[config.mk]
export PLATFORM = sky130hd
export DESIGN_NAME = lgs_row_rule
export DESIGN_NICKNAME = d
export VERILOG_FILES = /design/src/rtl/core/lgs_row_rule.sv
export SDC_FILE = /design/constraint.sdc
export NUM_CORES = 1
export LEC_CHECK = 0
export ABC_CLOCK_PERIOD_IN_PS = 4340
export BUFFER_PORTS_ARGS = -buffer_cell sky130_fd_sc_hd__buf_4
export CORE_ASPECT_RATIO = 1.2
export CORE_MARGIN = 3
export CORE_UTILIZATION = 58
export DETAILED_ROUTE_END_ITERATION = 6
export PLACE_DENSITY = 0.85
export REMOVE_ABC_BUFFERS = 1
export SLEW_MARGIN = 30
export SYNTH_ARGS = -nofsm -noshare
export SYNTH_HDL_FRONTEND = slang
export SYNTH_SLANG_ARGS = --single-unit
[constraint.sdc]
create_clock -name vclk -period 4.34
set_clock_uncertainty 0.15 [all_clocks]
set_input_delay 0.434 -clock vclk [all_inputs]
set_output_delay 0.434 -clock vclk [all_outputs]
set_load 0.02 [all_outputs]
[src/rtl/core/lgs_row_rule.sv]
// Life rule for one whole row: next cells from the old rows above, at and below.
// Columns outside the row count as dead. Depends on nothing but its parameter.
`default_nettype none

module lgs_row_rule #(
  parameter int COLS = 64
) (
  input  wire logic [COLS-1:0] up,
  input  wire logic [COLS-1:0] mid,
  input  wire logic [COLS-1:0] down,
  output logic      [COLS-1:0] next
);

  // Each column counts its eight neighbours and applies the birth and
  // survival rule on its own.
  for (genvar c = 0; c < COLS; c++) begin : g_col
    logic       up_l, mid_l, down_l;
    logic       up_r, mid_r, down_r;
    logic [3:0] count;

    if (c > 0) begin : g_left
      assign up_l   = up[c-1];
      assign mid_l  = mid[c-1];
      assign down_l = down[c-1];
    end else begin : g_left_edge
      assign up_l   = 1'b0;
      assign mid_l  = 1'b0;
      assign down_l = 1'b0;
    end

    if (c < COLS - 1) begin : g_right
      assign up_r   = up[c+1];
      assign mid_r  = mid[c+1];
      assign down_r = down[c+1];
    end else begin : g_right_edge
      assign up_r   = 1'b0;
      assign mid_r  = 1'b0;
      assign down_r = 1'b0;
    end

    assign count = 4'(up_l) + 4'(up[c]) + 4'(up_r) + 4'(mid_l) + 4'(mid_r)
                 + 4'(down_l) + 4'(down[c]) + 4'(down_r);

    assign next[c] = (count == 4'd3) || ((count == 4'd2) && mid[c]);
  end

endmodule

`default_nettype wire

# After elaboration in Yosys (flattened, before gate mapping)
# Cells that the tools add are included.
# totals
register_bits	0
latch_bits	0
ramBits	0
rom_bits	0
out_inout_bits	64
n_memories	0
# op_classes
addsub	441
n_mul	0
n_div	0
magnitude_cmp	0
n_eq_ne	128
n_shift	0
n_mux	0
bitwise	0
n_reduce_logical	128
# op_table
op	n
4-bit by 1-bit adder with 4-bit output	252
4-bit by 2-bit equality test with 1-bit output (second input constant)	128
3-bit by 1-bit adder with 4-bit output	63
2-bit by 1-bit adder with 3-bit output	63
1-bit by 1-bit adder with 2-bit output	63
1-bit logical AND	64
1-bit logical OR	64

# Logic depth before layout (Yosys ltp)
# depth
ltp_word	10
ltp_mapped	9
depth_no_buf	9

# Least setup slack after synthesis
# OpenSTA, ideal clock, no wires.
# synth_path
path_kind	in2out
from	input port up[30]
to	output port next[31]
arrival_ns	3.122
required_ns	3.756
setup_slack_ns	0.634
path_stages	9
path_buffers	0
path_cell_list	inv_1 -> fa_1 -> fa_1 -> fa_1 -> inv_1 -> ha_1 -> fa_1 -> or2_0 -> a21oi_1
# synth_via
elab_chain_len	10
word_cells_on_any_way	11
cone_classes	add/sub (7); eq/ne (2); reduce/logical (2)
# synth_rtl
element	line	rtl
from (decl)	8	input wire logic [COLS-1:0] up,
1-bit by 1-bit adder with 2-bit output (*)	41	assign count = 4'(up_l) + 4'(up[c]) + 4'(up_r) + 4'(mid_l) + 4'(mid_r)
2-bit by 1-bit adder with 3-bit output (*)	41	
3-bit by 1-bit adder with 4-bit output (*)	41	
4-bit by 1-bit adder with 4-bit output (*)	41	
4-bit by 1-bit adder with 4-bit output (*) (3 in a row)	42	+ 4'(down_l) + 4'(down[c]) + 4'(down_r);
4-bit by 2-bit equality test with 1-bit output	44	assign next[c] = (count == 4'd3) || ((count == 4'd2) && mid[c]);
1-bit logical AND	44	
1-bit logical OR (*)	44	
to (decl)	11	output logic [COLS-1:0] next
# Mark *: on every way between the ends. The rest lies on a longest branch, timed or not.

# Worst setup path after layout
# layout_path
from	input port up[47]
to	output port next[48]
# Same word-level chain as after synthesis.

==> impl_metrics.json <==
{
  "p_clk_share_pct": 0,
  "hold_path.class": "in -> out",
  "fp.dieH_um": 154.9,
  "cellInternalPower_mw": 1.467,
  "path_max_fanout": 2,
  "die_width_um": 130.1,
  "power_frac_comb_pct": 100.0,
  "cts.repair.resized": 0,
  "ctsHoldBuffers": 0,
  "timing.final.crit_period_ns": 3.924,
  "nNetsFinal": 2087,
  "first_drt_iteration_drcs": 175,
  "final_layout_size_suffix_gt1_share_pct": 17.62,
  "seq_area_frac_synth_pct": 0,
  "netlist_instances": 1197,
  "fin_util_pct": 72.36,
  "num_antenna_cells": 0,
  "place.port_buffers": 256,
  "worst-endpoint-required_ns": 3.76,
  "drv.max_cap_violation_count": 0,
  "wl_um": 22960,
  "first_pass_grt_wire_length_um": 39630,
  "fmaxAchievable_ghz": 0.2549,
  "clock_buffers": 0,
  "synthDominantCellAreaShare_pct": 47.10,
  "switching_share_pct": 55.37,
  "grt_pass1_vias": 9557,
  "netlist_top_cells_area": "sky130_fd_sc_hd__fa_1 (47%), sky130_fd_sc_hd__ha_1 (22%), sky130_fd_sc_hd__inv_1 (15%)",
  "status": "completed",
  "cell_area_after_technology_mapping_um2": 10710,
  "multi_input_comb_area_um2": 9051,
  "leakage_nw": 7.409,
  "report.final.hold_viol_count": 0,
  "wl_per_cell_um": 13.72,
  "route.vias.total": 8419,
  "fp-row-count": 53,
  "slew_violations": 0,
  "sequentialPowerShare_pct": 0,
  "setup_viol_count_final": 0,
  "seqCellArea_um2": 0,
  "core_area_um2": 17840,
  "route.detailed.vias_per_inst": 5.032,
  "powerDensity_nw_per_um2": 254.6,
  "maximum_number_of_pins_on_one_net_before_global_route_repair": 4,
  "dr.pass1.iters": 5,
  "dp_hpwl_um": 22550,
  "yosysTopAreaCell": "sky130_fd_sc_hd__fa_1",
  "layout_area_growth_over_synthesis_pct": 20.51,
  "setup_repair_after_global_routing_missed_its_margin": "false",
  "global_route.overflow_total": 0,
  "timing.critical_path.to_type": "output pin",
  "timing_worst_setup_path_type": "in -> out",
  "synth_warnings": 0,
  "cts_setup_buffers": 0,
  "final_antenna_net_count": 0,
  "avgSynthCellArea_um2": 8.948,
  "slew_headroom_pct": 84.60,
  "top_level_ports": 256,
  "netlist-cell-type-count": 14,
  "net-switching-power_mw": 1.820,
  "ir_worst_vdd_v": 0.0001669,
  "worstPathArrival_ns": 3.34,
  "fillCellCount": 1298,
  "startpoint_type": "input port",
  "final_min_period_over_clock_period_pct": 90.41,
  "finalWeightedCongestion": 0.8848,
  "final.setup.tns_ns": 0,
  "worst-slew-pin-transition_ns": 0.2308,
  "grtUsageTotal_pct": 23.37,
  "number_of_antenna_violations_at_the_first_check_in_global_routing": 0,
  "flops_and_latches": 0,
  "die-area_um2": 20140,
  "start_util_pct": 60.04,
  "route.detailed.drc": 0
}
## synthesized netlist by cell type, drive strengths merged
library cell / number
a31oi: 1
or2: 61
a21oi: 122
fa: 252
nor3b: 2
o21ai: 61
nor3: 1
nand2: 1
inv: 442
nor2: 4
nor2b: 1
nand3: 61
ha: 188
## power by group through the flow
stage	combinational, mW	sequential [mW]	clock, mW
2_1_floorplan	2.21	0	0
3_3_place_gp	3.11	0	0
3_5_place_dp	3.30	0	0
4_1_cts	3.33	0	0
5_1_grt	3.81	0	0
6_report	3.29	0	0
## path summary, 6_finish.rpt
| check | startpoint | endpoint | slack (ns) | depth (start not counted) |
|---|---|---|---|---|
| max | up[47] | next[48] | 0.42 | 11 |
| min | mid[18] | next[18] | 1.13 | 4 |
## routing by layer
layer / vias up / GRT usage, % / part of all wire [%]
met5: - / 0 / 0
met4: 0 / 3.960 / 1.9
met3: 30 / 4.876 / 7.4
met2: 218 / 45.18 / 54
met1: 4064 / 26.33 / 37
li1: 4107 / - / -
## worst max-delay path, cell delays in order
cell                      delay (ns)
sky130_fd_sc_hd__buf_4          0.09
sky130_fd_sc_hd__inv_1          0.07
sky130_fd_sc_hd__fa_1           0.56
sky130_fd_sc_hd__fa_1           0.46
sky130_fd_sc_hd__fa_1           0.51
sky130_fd_sc_hd__inv_1          0.05
sky130_fd_sc_hd__ha_1           0.21
sky130_fd_sc_hd__fa_1           0.39
sky130_fd_sc_hd__or2_0          0.23
sky130_fd_sc_hd__a21oi_1        0.17
sky130_fd_sc_hd__buf_4          0.17
## final cells by class
class	count	share of cell area, %
inverter	442	12.85
multi-input combinational	755	70.12
tap	220	2.133
timing repair buffer	256	14.89
## cells by family (layout without fill, tap and decap cells)
kind of cell | count (synthesis) | after routing | share of synthesized area [%]
adders and majority gates | 440 | 440 | 69.07
buffers and inverters | 442 | 698 | 15.49
and+or+nand+nor | 131 | 131 | 6.834
AOI/OAI and AO/OA | 184 | 184 | 8.610
## per-stage QoR
step	hold WS (ns)	power (mW)	setup WS, ns	std cells	area, um2
CTS	1.124	3.331	0.4101	1673	12910
global route	1.153	3.807	0.3146	1673	12910
floorplan	0.8918	2.212	0.6343	1197	10710
global placement	1.122	3.110	0.4269	1673	12910
detailed placement	1.121	3.302	0.3868	1673	12910
finish	1.126	3.287	0.4164	1673	12910
## cells in the final DEF, fill, tap and decap left out
| master | n |
|---|---|
| sky130_fd_sc_hd__nand2_1 | 1 |
| sky130_fd_sc_hd__buf_4 | 256 |
| sky130_fd_sc_hd__fa_1 | 252 |
| sky130_fd_sc_hd__nand3_1 | 61 |
| sky130_fd_sc_hd__a21oi_1 | 122 |
| sky130_fd_sc_hd__or2_0 | 18 |
| sky130_fd_sc_hd__nor2_1 | 4 |
| sky130_fd_sc_hd__o21ai_0 | 61 |
| sky130_fd_sc_hd__nor2b_1 | 1 |
| sky130_fd_sc_hd__ha_1 | 188 |
| sky130_fd_sc_hd__or2_1 | 43 |
| sky130_fd_sc_hd__inv_1 | 442 |
| sky130_fd_sc_hd__a31oi_1 | 1 |
| sky130_fd_sc_hd__nor3b_1 | 2 |
| sky130_fd_sc_hd__nor3_1 | 1 |
No activity file was read; power rests on OpenSTA's default activity.
