<file path="config.mk">
export PLATFORM = sky130hd
export DESIGN_NAME = lgs_ram
export DESIGN_NICKNAME = d
export VERILOG_FILES = /design/src/rtl/core/lgs_ram.sv
export SDC_FILE = /design/constraint.sdc
export NUM_CORES = 1
export LEC_CHECK = 0
export BUFFER_PORTS_ARGS = -buffer_cell sky130_fd_sc_hd__buf_2
export CAP_MARGIN = 20
export CORE_MARGIN = 3
export CORE_UTILIZATION = 35
export CTS_CLUSTER_SIZE = 16
export DETAILED_ROUTE_END_ITERATION = 7
export PLACE_DENSITY = 0.59
export REMOVE_ABC_BUFFERS = 1
export SETUP_SLACK_MARGIN = 0.3
export SLEW_MARGIN = 20
export SYNTH_ARGS = -nofsm -noshare
export SYNTH_HDL_FRONTEND = slang
export SYNTH_SLANG_ARGS = --single-unit
</file>
<file path="constraint.sdc">
create_clock -name clk -period 2.48 [get_ports clk]
set_input_delay 0.124 -clock clk [delete_from_list [all_inputs] [get_ports clk]]
set_output_delay 0.124 -clock clk [all_outputs]
set_load 0.01 [all_outputs]
</file>
<file path="src/rtl/core/lgs_ram.sv">
// Generic single-clock RAM with one write port and one registered read port.
// No dependencies.
`default_nettype none

module lgs_ram #(
  parameter int  WIDTH = 8,
  parameter int  DEPTH = 64,
  localparam int AW    = (DEPTH > 1) ? $clog2(DEPTH) : 1
) (
  input  wire logic             clk,
  input  wire logic             wr_en,
  input  wire logic [AW-1:0]    wr_addr,
  input  wire logic [WIDTH-1:0] wr_data,
  input  wire logic             rd_en,
  input  wire logic [AW-1:0]    rd_addr,
  output logic      [WIDTH-1:0] rd_data
);

  logic [WIDTH-1:0] mem [DEPTH];

  // Write port.
  always_ff @(posedge clk) begin
    if (wr_en) begin
      mem[wr_addr] <= wr_data;
    end
  end

  // Read port; the data holds until the next read.
  always_ff @(posedge clk) begin
    if (rd_en) begin
      rd_data <= mem[rd_addr];
    end
  end

endmodule

`default_nettype wire

</file>
* Word-level counts from Yosys, hierarchy flattened *
Memories as Yosys holds them, arrays and structs flattened. A register that Yosys moved wholly into a read port is not among the register bits.
Index checks and enable logic that the tools add are counted.
Widths: inputs -> output; s select.

storage, ports and cells
  register bits = 0
  memories = 1
  output and inout bits = 8
  memory bits (read-only) = 0
  memory bits (writable) = 512
  latch bits = 0

memory list
  memory  words  width  rd ports  clocked after Yosys merged registers in  wr ports  RTL line  RTL
  mem     64     8      1         1                                        1         19        logic [WIDTH-1:0] mem [DEPTH];

operators by class
  add/sub/neg operators = 0
  order comparisons = 0
  multiply operators = 0
  bitwise gates (word level) = 0
  eq/ne operators = 0
  div/mod/pow operators = 0
  reductions and logical operators = 0
  shift operators = 0
  muxes and demuxes = 2

operators by type and width
  kind    number
  $mux 1  2

* Longest topological paths before layout *
Gate-level depths: netlist (run 1).

  depth after elaboration = 2
  mapped depth = 9
  gate-level depth less buffers = 5

* Worst setup path before layout (run 1) *
No wires, ideal clock.

  kind = input to register
  start = input port rd_addr[1]
  end = register rd_data[3] (read register of mem), data pin
  stages on the path = 7
  library setup time = 266 ps
  path buffers = 3
  arrival time = 1664 ps
  slack = 550 ps
  path through = buf_4 > buf_2 > buf_2 > mux4_2 > mux4_2 > o21ai_1 > o41ai_1

RTL lines
  item         RTL line  RTL
  from (decl)  15        input wire logic [AW-1:0] rd_addr,
  to (decl)    16        output logic [WIDTH-1:0] rd_data

==> results_dict.tcl, run 1 <==
set metrics [dict create \
    clk-insertion-delay-late_ns 0.58 \
    hold-worst-slack_ns 0.0753 \
    fin_crit_sh_pct 84.4 \
    critPathLaunch "mem[29][6]$_DFFE_PP_" \
    area_growth_syn_to_layout_pct 17.2 \
    vdd_drop_max_uv 443 \
    dpl.hpwl_mm 29.5 \
    grt_pass1_wl_mm 67.8 \
    firstDrtPassIters 4 \
    powerDensity_nw_per_um2 770 \
    cp.depth 6 \
    async_flop_share_pct 0 \
    synth_top_area_share_pct 77.1 \
    vias 9764 \
    io-pin-count 31 \
    grt_usage_pct 15.3 \
    port_buffers 30 \
    drive_gt1_share_pct 31.9 \
    yosysUniqueCellTypes 39 \
    num_rows 87 \
    cp_cell_sequence "mux4_2 > mux2_2 > o221a_2 > nor3_1 > buf_4 > o32ai_1" \
    synth_top_area_cell "edfxtp_1" \
    r2r_cells 6 \
    root_buffer "clkbuf_16" \
    synth_cells 940 \
    fmax_mhz 478 \
    cp_slowest_cell "mux4_2" \
    rsz0062_at_grt "no" \
    htree_levels 2 \
    worst_slew_pin_slew_ns 0.827 \
    synth_area_um2 20200 \
    finalPower_mw 18.3 \
    final-max-slew-violation-count 0 \
    drtIter0Drc 864 \
    cts_sinks 520 \
    antenna_found_initial 1 \
    overflow 0 \
    drc 0 \
    cts_made_buffers 50 \
    run_status "complete, no violations" \
    synth-edff-count 520 \
    holdCritPathClass "in -> reg" \
    layout.cells.non_filler 1891 \
    cp.required_ns 2.80 \
    p_leak_nw 7.55 \
    crit_type "reg -> reg" \
    crit_buf_inv 1 \
    critPathMaxFanout 1 \
    routed_via_density 5.16 \
    synth_common_cells "520 x edfxtp_1, 126 x mux4_2, 83 x nor2_1" \
    grt_max_degree 65 \
    max_cap_viol_count 0 \
    cts_resized 0 \
    dp_cells 1796 \
    finalSetupViolations 0 \
    fp.coreArea_um2 56800 \
    fin_crit_ns 2.09 \
    tns_ns 0 \
    cts_tree "built" \
    wl_per_cell_um 24.1 \
    end_kind "flip-flop" \
    fin_skew_ns 0.0198 \
    start_kind "flip-flop" \
    synth-seq-area-share_pct 77.1 \
    cpPeakStageDelay_ns 0.47 \
    r2r-end "rd_data[6]$_DFFE_PP_" \
    cts.reportedPaths.clkPinSlew_ns 0.07 \
    synthFlopType "edfxtp_1" \
    ys_ff_latch 520 \
    yosysWarnings 0 \
    die_area_um2 60800 \
    hold_viol 0 \
    max_slew_margin_pct 44.6 \
    yosysMostFrequentCell "edfxtp_1" \
    setup.worst_path.end "rd_data[6]$_DFFE_PP_" \
    start_util_pct 35.6 \
    cts_buffer_depth 3 \
    synthTopCellsByArea "edfxtp_1 77%, mux4_2 14%, nor2_1 1.5%" \
    cp.arrival_ns 2.42 \
    die_w_um 247 \
    nNetsFinal 1118 \
    grt_pass1_vias 10100 \
    wirelength_mm 45.6 \
    gp_congestion 0.808 \
    die_h_um 247 \
    syn_area_per_cell_um2 21.5 \
    path_delay_family "multiplexers" \
    antenna_cells 0 \
    antenna_left 0 \
    r2r_slack_ns 0.39 \
    r2r_start "mem[29][6]$_DFFE_PP_" \
]
## power breakdown
| group | internal, mW | switching, mW | leakage [nW] |
|---|---|---|---|
| registers | 9.75 | 0.0238 | 4.69 |
| clock network | 4.38 | 3.15 | 0.786 |
| logic | 0.393 | 0.573 | 2.08 |
## tightest hold or removal path, delay by kind of cell
kind	cells	cell delay [ns]
buf+inv	1	0.16
simple gates	2	0.19
## placed cells by master (no fill, tap or decap), types with 7 or more instances in the layout
| cell | Yosys | routed |
|---|---|---|
| edfxtp_1 | 520 | 520 |
| mux4_2 | 126 | 126 |
| buf_4 | 13 | 113 |
| nor2_1 | 83 | 83 |
| clkbuf_16 | 0 | 51 |
| buf_2 | 11 | 27 |
| mux2i_1 | 23 | 23 |
| nand2_1 | 19 | 19 |
| clkinv_1 | 0 | 15 |
| nor2b_1 | 14 | 14 |
| mux2_2 | 13 | 13 |
| nand3_1 | 13 | 13 |
| buf_12 | 2 | 10 |
| o221ai_1 | 8 | 8 |
| o22ai_1 | 8 | 8 |
| nand2b_1 | 7 | 7 |
| nor3_1 | 7 | 7 |
| clkbuf_1 | 17 | 7 |
| clkinv_2 | 0 | 7 |
## worst min path at each step
stage / startpoint / endpoint / cells past startpoint
floorplan: wr_data[0] / mem[0][0]$_DFFE_PP_ / 0
global placement: rd_en / rd_data[1]$_DFFE_PP_ / 1
detailed placement: rd_en / rd_data[1]$_DFFE_PP_ / 1
CTS: wr_addr[2] / mem[54][1]$_DFFE_PP_ / 3
global route: wr_addr[2] / mem[54][1]$_DFFE_PP_ / 3
finish: wr_addr[2] / mem[54][1]$_DFFE_PP_ / 3
## layout make-up
type	instances	area, µm²
well taps	756	946
multi-input cells	369	4320
clock buffers	58	1300
fillers	4959	33100
clock inverters	34	320
flip-flops and latches	520	15600
repair buffers	154	1230
## state kept, by name (all words and copies together) (netlist names)
name	cells
rd_data	8
mem	512
## kinds of logic after synthesis
group           Yosys count  synth area share, %
flops                   520                 77.1
mux                     162                 15.9
simple gates            153                 3.37
compound gates           54                 2.06
buf+inv                  51                 1.56
## per-layer routing
layer,track usage [%],vias to the layer above,share of wire [%]
met3,2.82,80,5.8
met5,0,-,0.028
met4,6.20,2,3.4
met2,23.7,303,47
li1,-,4251,-
met1,21.4,5128,44
## repair_timing
item                      4_1_cts  5_1_grt
hold endpoints to repair       37        0
buffers inserted                0        0
hold buffers                    3        0
## stage by stage
stage / util [%] / instance area [µm²] / setup slack, ns
after global placement: 38.8 / 22100 / 0.102
after detailed placement: 38.8 / 22100 / 0.110
after CTS: 41.8 / 23700 / 0.399
after floorplan: - / 19900 / 0.657
final: 41.8 / 23700 / 0.386
after global routing: 41.8 / 23700 / 0.323
(Power assumes the default switching activity.)
==> run 2, diff against run 1 <==
==> constraint.sdc (replaced) <==
create_clock -name clk -period 2 [get_ports clk]
set_input_delay 0.1 -clock clk [delete_from_list [all_inputs] [get_ports clk]]
set_output_delay 0.1 -clock clk [all_outputs]
set_load 0.01 [all_outputs]
==> run 2 against run 1 <==
- the run now ends with setup timing left
- first-iteration DRC count is 2.2% lower
- global-route usage grew 0.35 points
- clock power grew 27%
- combinational power up 38%
- sequential share of layout area down 1.7 points
- fmax up 3.0%
- die area unchanged
- final cell count up 2.5%
- via count increased by 2.4%
- register-to-register slack got worse by 0.42 ns
- worst setup slack worse by 0.42 ns
==> results_dict.tcl, run 2 (synthesis results as in run 1) <==
set metrics [dict create \
    run_status "finished with violations" \
    violations "setup timing" \
    drive_gt1_share_pct 35.7 \
    hold-worst-slack_ns 0.0143 \
    wl_per_cell_um 24.1 \
    start_kind "flip-flop" \
    nFillCells 4956 \
    pwr-share-comb_pct 5.8 \
    area_growth_syn_to_layout_pct 20.2 \
    vdd_drop_max_uv 507 \
    max_cap_viol_count 0 \
    num_rows 87 \
    internal_power_mw 18.3 \
    top_regs "mem: 512 flops, rd_data: 8 flops" \
    setup_ws_ns -0.0316 \
    wirelength_mm 46.6 \
    pwr-share-clk_pct 41.5 \
    grt_pass1_wl_mm 69.7 \
    die_h_um 247 \
    cts_buffer_depth 3 \
    holdCritPathClass "in -> reg" \
    final_common_cell "edfxtp_1" \
    worst_slew_pin_slew_ns 0.594 \
    power_frac_seq_pct 52.7 \
    fin_crit_sh_pct 102 \
    max_slew_margin_pct 60.4 \
    grt_usage_pct 15.6 \
    largest_reg_flops 512 \
    port_buffers 30 \
    drtIter0Drc 845 \
    dpl.hpwl_mm 31.0 \
    grt_pass1_vias 10400 \
    hold_viol 0 \
    finalSetupViolations 1 \
    cp.required_ns 2.33 \
    rsz0062_at_grt "yes" \
    nNetsFinal 1164 \
    powerDensity_nw_per_um2 944 \
    top_register "mem" \
    gp_congestion 0.777 \
    final_cell_mix "520 x edfxtp_1, 148 x buf_4, 126 x mux4_2" \
    fp.coreArea_um2 56800 \
    antenna_left 0 \
    swShare_pct 20.5 \
    io-pin-count 31 \
    cts_tree "built" \
    firstDrtPassIters 5 \
    power.switching_mw 4.71 \
    die_w_um 247 \
    cts_sinks 520 \
    crit_type "reg -> reg" \
    vias 10000 \
    routed_via_density 5.16 \
    root_buffer "clkbuf_16" \
    post-cts-setup-buffer-count 0 \
    antenna_cells 0 \
    pre_cts_slack_ns -0.293 \
    overflow 0 \
    final-max-slew-violation-count 0 \
    p_leak_nw 7.89 \
    cp.arrival_ns 2.36 \
    grt_max_degree 65 \
    start_util_pct 35.6 \
    clk-insertion-delay-late_ns 0.59 \
    fmax_mhz 492 \
    antenna_found_initial 1 \
    critPathMaxFanout 1 \
    die_area_um2 60800 \
    drc 0 \
    end_kind "flip-flop" \
    cts.reportedPaths.clkPinSlew_ns 0.06 \
    fin_crit_ns 2.03 \
    cts_made_buffers 52 \
    fin_skew_ns 0.0138 \
    htree_levels 2 \
]
[run 2: final timing paths]
path / from / end / slack (ns) / cells after the start
min reg2reg: mem[31][4]$_DFFE_PP_ / rd_data[4]$_DFFE_PP_ / 0.93 / 3
max reg2reg: mem[20][4]$_DFFE_PP_ / rd_data[4]$_DFFE_PP_ / -0.03 / 6
max: mem[20][4]$_DFFE_PP_ / rd_data[4]$_DFFE_PP_ / -0.03 / 6
min: wr_data[4] / mem[52][4]$_DFFE_PP_ / 0.01 / 1
[run 2: metrics by stage]
stage	instances	setup TNS (ns)	cell area [µm²]	power (mW)	util, %
floorplan	889	0	19900	12.8	-
global placement	1839	-2.01	22500	13.6	39.6
detailed placement	1839	-2.00	22500	13.6	39.6
CTS	1939	-0.0493	24300	23.2	42.8
global route	1939	-0.109	24300	23.7	42.8
finish	1939	-0.0316	24300	23.0	42.8
[run 2: power groups by stage]
stage	clock network [mW]	registers, mW	logic, mW
4_1_cts	9.77	12.1	1.33
3_3_place_gp	0	12.3	1.27
5_1_grt	10.2	12.1	1.43
3_5_place_dp	0	12.3	1.29
2_1_floorplan	0	12.3	0.468
6_report	9.54	12.1	1.33
[run 2: metal layers]
layer	track usage, %	routed length, µm	vias up
li1	-	-	4351
met4	4.54	1040	2
met1	21.0	19600	5291
met5	0	11	-
met2	26.2	23300	282
met3	2.84	2650	74
[run 2: what timing repair did]
action | in CTS | in global routing
resized for setup | 23 | 7
hold buffers | 4 | 0
endpoints found under the setup margin | 8 | 8
pin swaps | 8 | 1
hold endpoints to repair | 49 | 0
[run 2: final cells by class]
| cell class | instances | area [µm²] | area share, % |
|---|---|---|---|
| Clock buffer | 65 | 1370 | 5.63 |
| Clock inverter | 31 | 295 | 1.21 |
| Multi-Input combinational cell | 369 | 4460 | 18.3 |
| Sequential cell | 520 | 15600 | 64.1 |
| Tap cell | 756 | 946 | 3.89 |
| Timing Repair Buffer | 198 | 1650 | 6.78 |
[run 2: critical path, stage by stage, from the launching register on]
cell and delay (ns):
edfxtp_1 0.37, mux4_2 0.48, mux2_4 0.30, o221a_4 0.27, nor3_2 0.11, buf_4 0.16
o32ai_2 0.09
==> run 3, diff against run 2 <==
--- a/config.mk
+++ b/config.mk
@@ -11,6 +11,7 @@
 export CORE_UTILIZATION = 35
 export CTS_CLUSTER_SIZE = 16
 export DETAILED_ROUTE_END_ITERATION = 7
+export MAX_ROUTING_LAYER = met4
 export PLACE_DENSITY = 0.59
 export REMOVE_ABC_BUFFERS = 1
 export SETUP_SLACK_MARGIN = 0.3
==> run 3 against run 2 <==
- the run still ends with setup timing left
- largest power group unchanged
- clock skew about the same
- fmax down 0.24%
- first-iteration DRC count down 7.3%
- routed wire length up 0.21%
- largest cell class unchanged
- core utilization about the same
- via count down 0.24%
- global-route usage up 0.50 points
==> results_dict.tcl, run 3 (synthesis results as in run 1) <==
set metrics [dict create \
    cp.arrival_ns 2.37 \
    final-max-slew-violation-count 0 \
    gp_congestion 0.789 \
    cp_cell_sequence "mux4_2 > mux2_4 > o221a_4 > nor3_2 > buf_4 > o32ai_2" \
    cts_made_buffers 52 \
    end_kind "flip-flop" \
    wl_met3_mm 2.52 \
    r2r_start "mem[20][4]$_DFFE_PP_" \
    drive_gt1_share_pct 35.7 \
    r2r_slack_ns -0.04 \
    htree_levels 2 \
    grt_pass1_wl_mm 69.8 \
    top_register "mem" \
    top_regs "mem: 512 flops, rd_data: 8 flops" \
    seqCellArea_um2 15600 \
    nNetsFinal 1164 \
    io-pin-count 31 \
    cp_slowest_cell "mux4_2" \
    setup_ws_ns -0.0364 \
    p_leak_nw 7.89 \
    drc 0 \
    cts_sinks 520 \
    tns_ns -0.0387 \
    cts_tree "built" \
    pwr-share-comb_pct 5.8 \
    antenna_left 0 \
    cp.required_ns 2.33 \
    clk-insertion-delay-late_ns 0.59 \
    cpPeakStageDelay_ns 0.48 \
    power.switching_mw 4.71 \
    routed_via_density 5.14 \
    m1WireLength_mm 19.8 \
    dr.max_layer_used "met4" \
    fin_skew_ns 0.0139 \
    antenna_found_initial 1 \
    num_rows 87 \
    violations "setup timing" \
    fin_crit_sh_pct 102 \
    start_util_pct 35.6 \
    vdd_drop_max_uv 504 \
    power_frac_seq_pct 52.7 \
    min-delay-start "wr_data[4]" \
    multiInputGateArea_um2 4460 \
    dpl.hpwl_mm 31.0 \
    die_h_um 247 \
    powerDensity_nw_per_um2 944 \
    final_common_cell "edfxtp_1" \
    largest_reg_flops 512 \
    max_slew_margin_pct 59.7 \
    cts_buffer_depth 3 \
    hold_viol 0 \
    r2r_cells 6 \
    final_area_um2 24300 \
    grt_usage_pct 16.1 \
    die_w_um 247 \
    fmax_mhz 491 \
    worst_slew_pin_slew_ns 0.605 \
    firstDrtPassIters 5 \
    grt_max_degree 65 \
    fp.coreArea_um2 56800 \
    pwr-share-clk_pct 41.5 \
    holdPathStages 1 \
    fin_util_pct 42.8 \
    final_cell_mix "520 x edfxtp_1, 148 x buf_4, 126 x mux4_2" \
    port_buffers 30 \
    die_area_um2 60800 \
    area_growth_syn_to_layout_pct 20.2 \
    start_kind "flip-flop" \
    finalPower_mw 23.0 \
    finalSetupViolations 2 \
    critPathMaxFanout 1 \
    swShare_pct 20.5 \
    max_cap_viol_count 0 \
    wirelength_mm 46.7 \
    internal_power_mw 18.3 \
    fin_crit_ns 2.04 \
    nFillCells 4957 \
    min_to "mem[34][4]$_DFFE_PP_" \
    dr_wl_met2_mm 23.3 \
    grt_pass1_vias 10400 \
    wl_per_cell_um 24.1 \
    r2r-end "rd_data[4]$_DFFE_PP_" \
    overflow 0 \
    placed_area_um2 22500 \
    critPathLaunch "mem[20][4]$_DFFE_PP_" \
    rsz0062_at_grt "yes" \
    drtIter0Drc 783 \
    holdCritPathClass "in -> reg" \
    cts.reportedPaths.clkPinSlew_ns 0.06 \
    crit_type "reg -> reg" \
    post-cts-setup-buffer-count 0 \
    run_status "finished with violations" \
    vias 9976 \
    root_buffer "clkbuf_16" \
]
-- run 3: power groups by stage --
stage                     Combinational [mW]  Sequential [mW]  Clock (mW)
final                                   1.33             12.1        9.54
after detailed placement                1.29             12.3           0
after CTS                               1.33             12.1        9.77
after global placement                  1.27             12.3           0
after global routing                    1.43             12.1        10.2
after floorplan                        0.468             12.3           0
-- run 3: area by class of cell --
cell class                      count  share of cell area (%)
Clock buffer                       65                    5.63
Antenna cell                        1                  0.0103
Tap cell                          756                    3.89
Timing Repair Buffer              198                    6.78
Clock inverter                     31                    1.21
Sequential cell                   520                    64.1
Multi-Input combinational cell    369                    18.3
-- run 3: worst max-delay path by stage --
stage                                       to  cells past startpoint
final                     rd_data[4]$_DFFE_PP_                      6
after global routing      rd_data[4]$_DFFE_PP_                      6
after CTS                 rd_data[4]$_DFFE_PP_                      6
after detailed placement  rd_data[6]$_DFFE_PP_                      6
after global placement    rd_data[3]$_DFFE_PP_                      6
after floorplan           rd_data[4]$_DFFE_PP_                      5
-- run 3: per-stage QoR --
step / hold slack (ns) / setup WS (ns) / cells
floorplan: 0.199 / 0.177 / 889
CTS: 0.00266 / -0.0324 / 1939
global route: 0.0192 / -0.0818 / 1940
detailed placement: 0.502 / -0.293 / 1839
finish: 0.0192 / -0.0364 / 1940
global placement: 0.504 / -0.282 / 1839
-- run 3: per-layer routing --
metal / vias up / track usage (%)
li1: 4348 / -
met1: 5306 / 21.0
met2: 245 / 26.2
met3: 77 / 2.82
met4: 0 / 4.54
met5: - / -
-- run 3: repair_timing --
item	in CTS	in global routing
resized for setup	23	7
hold buffers	4	0
endpoints found under the setup margin	8	8
endpoints found under the hold margin	49	0
pin swaps	8	1
-- run 3: worst max-delay path, delay by kind of cell, from the launching register on --
kind,cells,cell delay [ns]
and+or+nand+nor,1,0.11
muxes,2,0.78
DFF,1,0.38
buffers and inverters,1,0.16
AOI/OAI and AO/OA,2,0.36
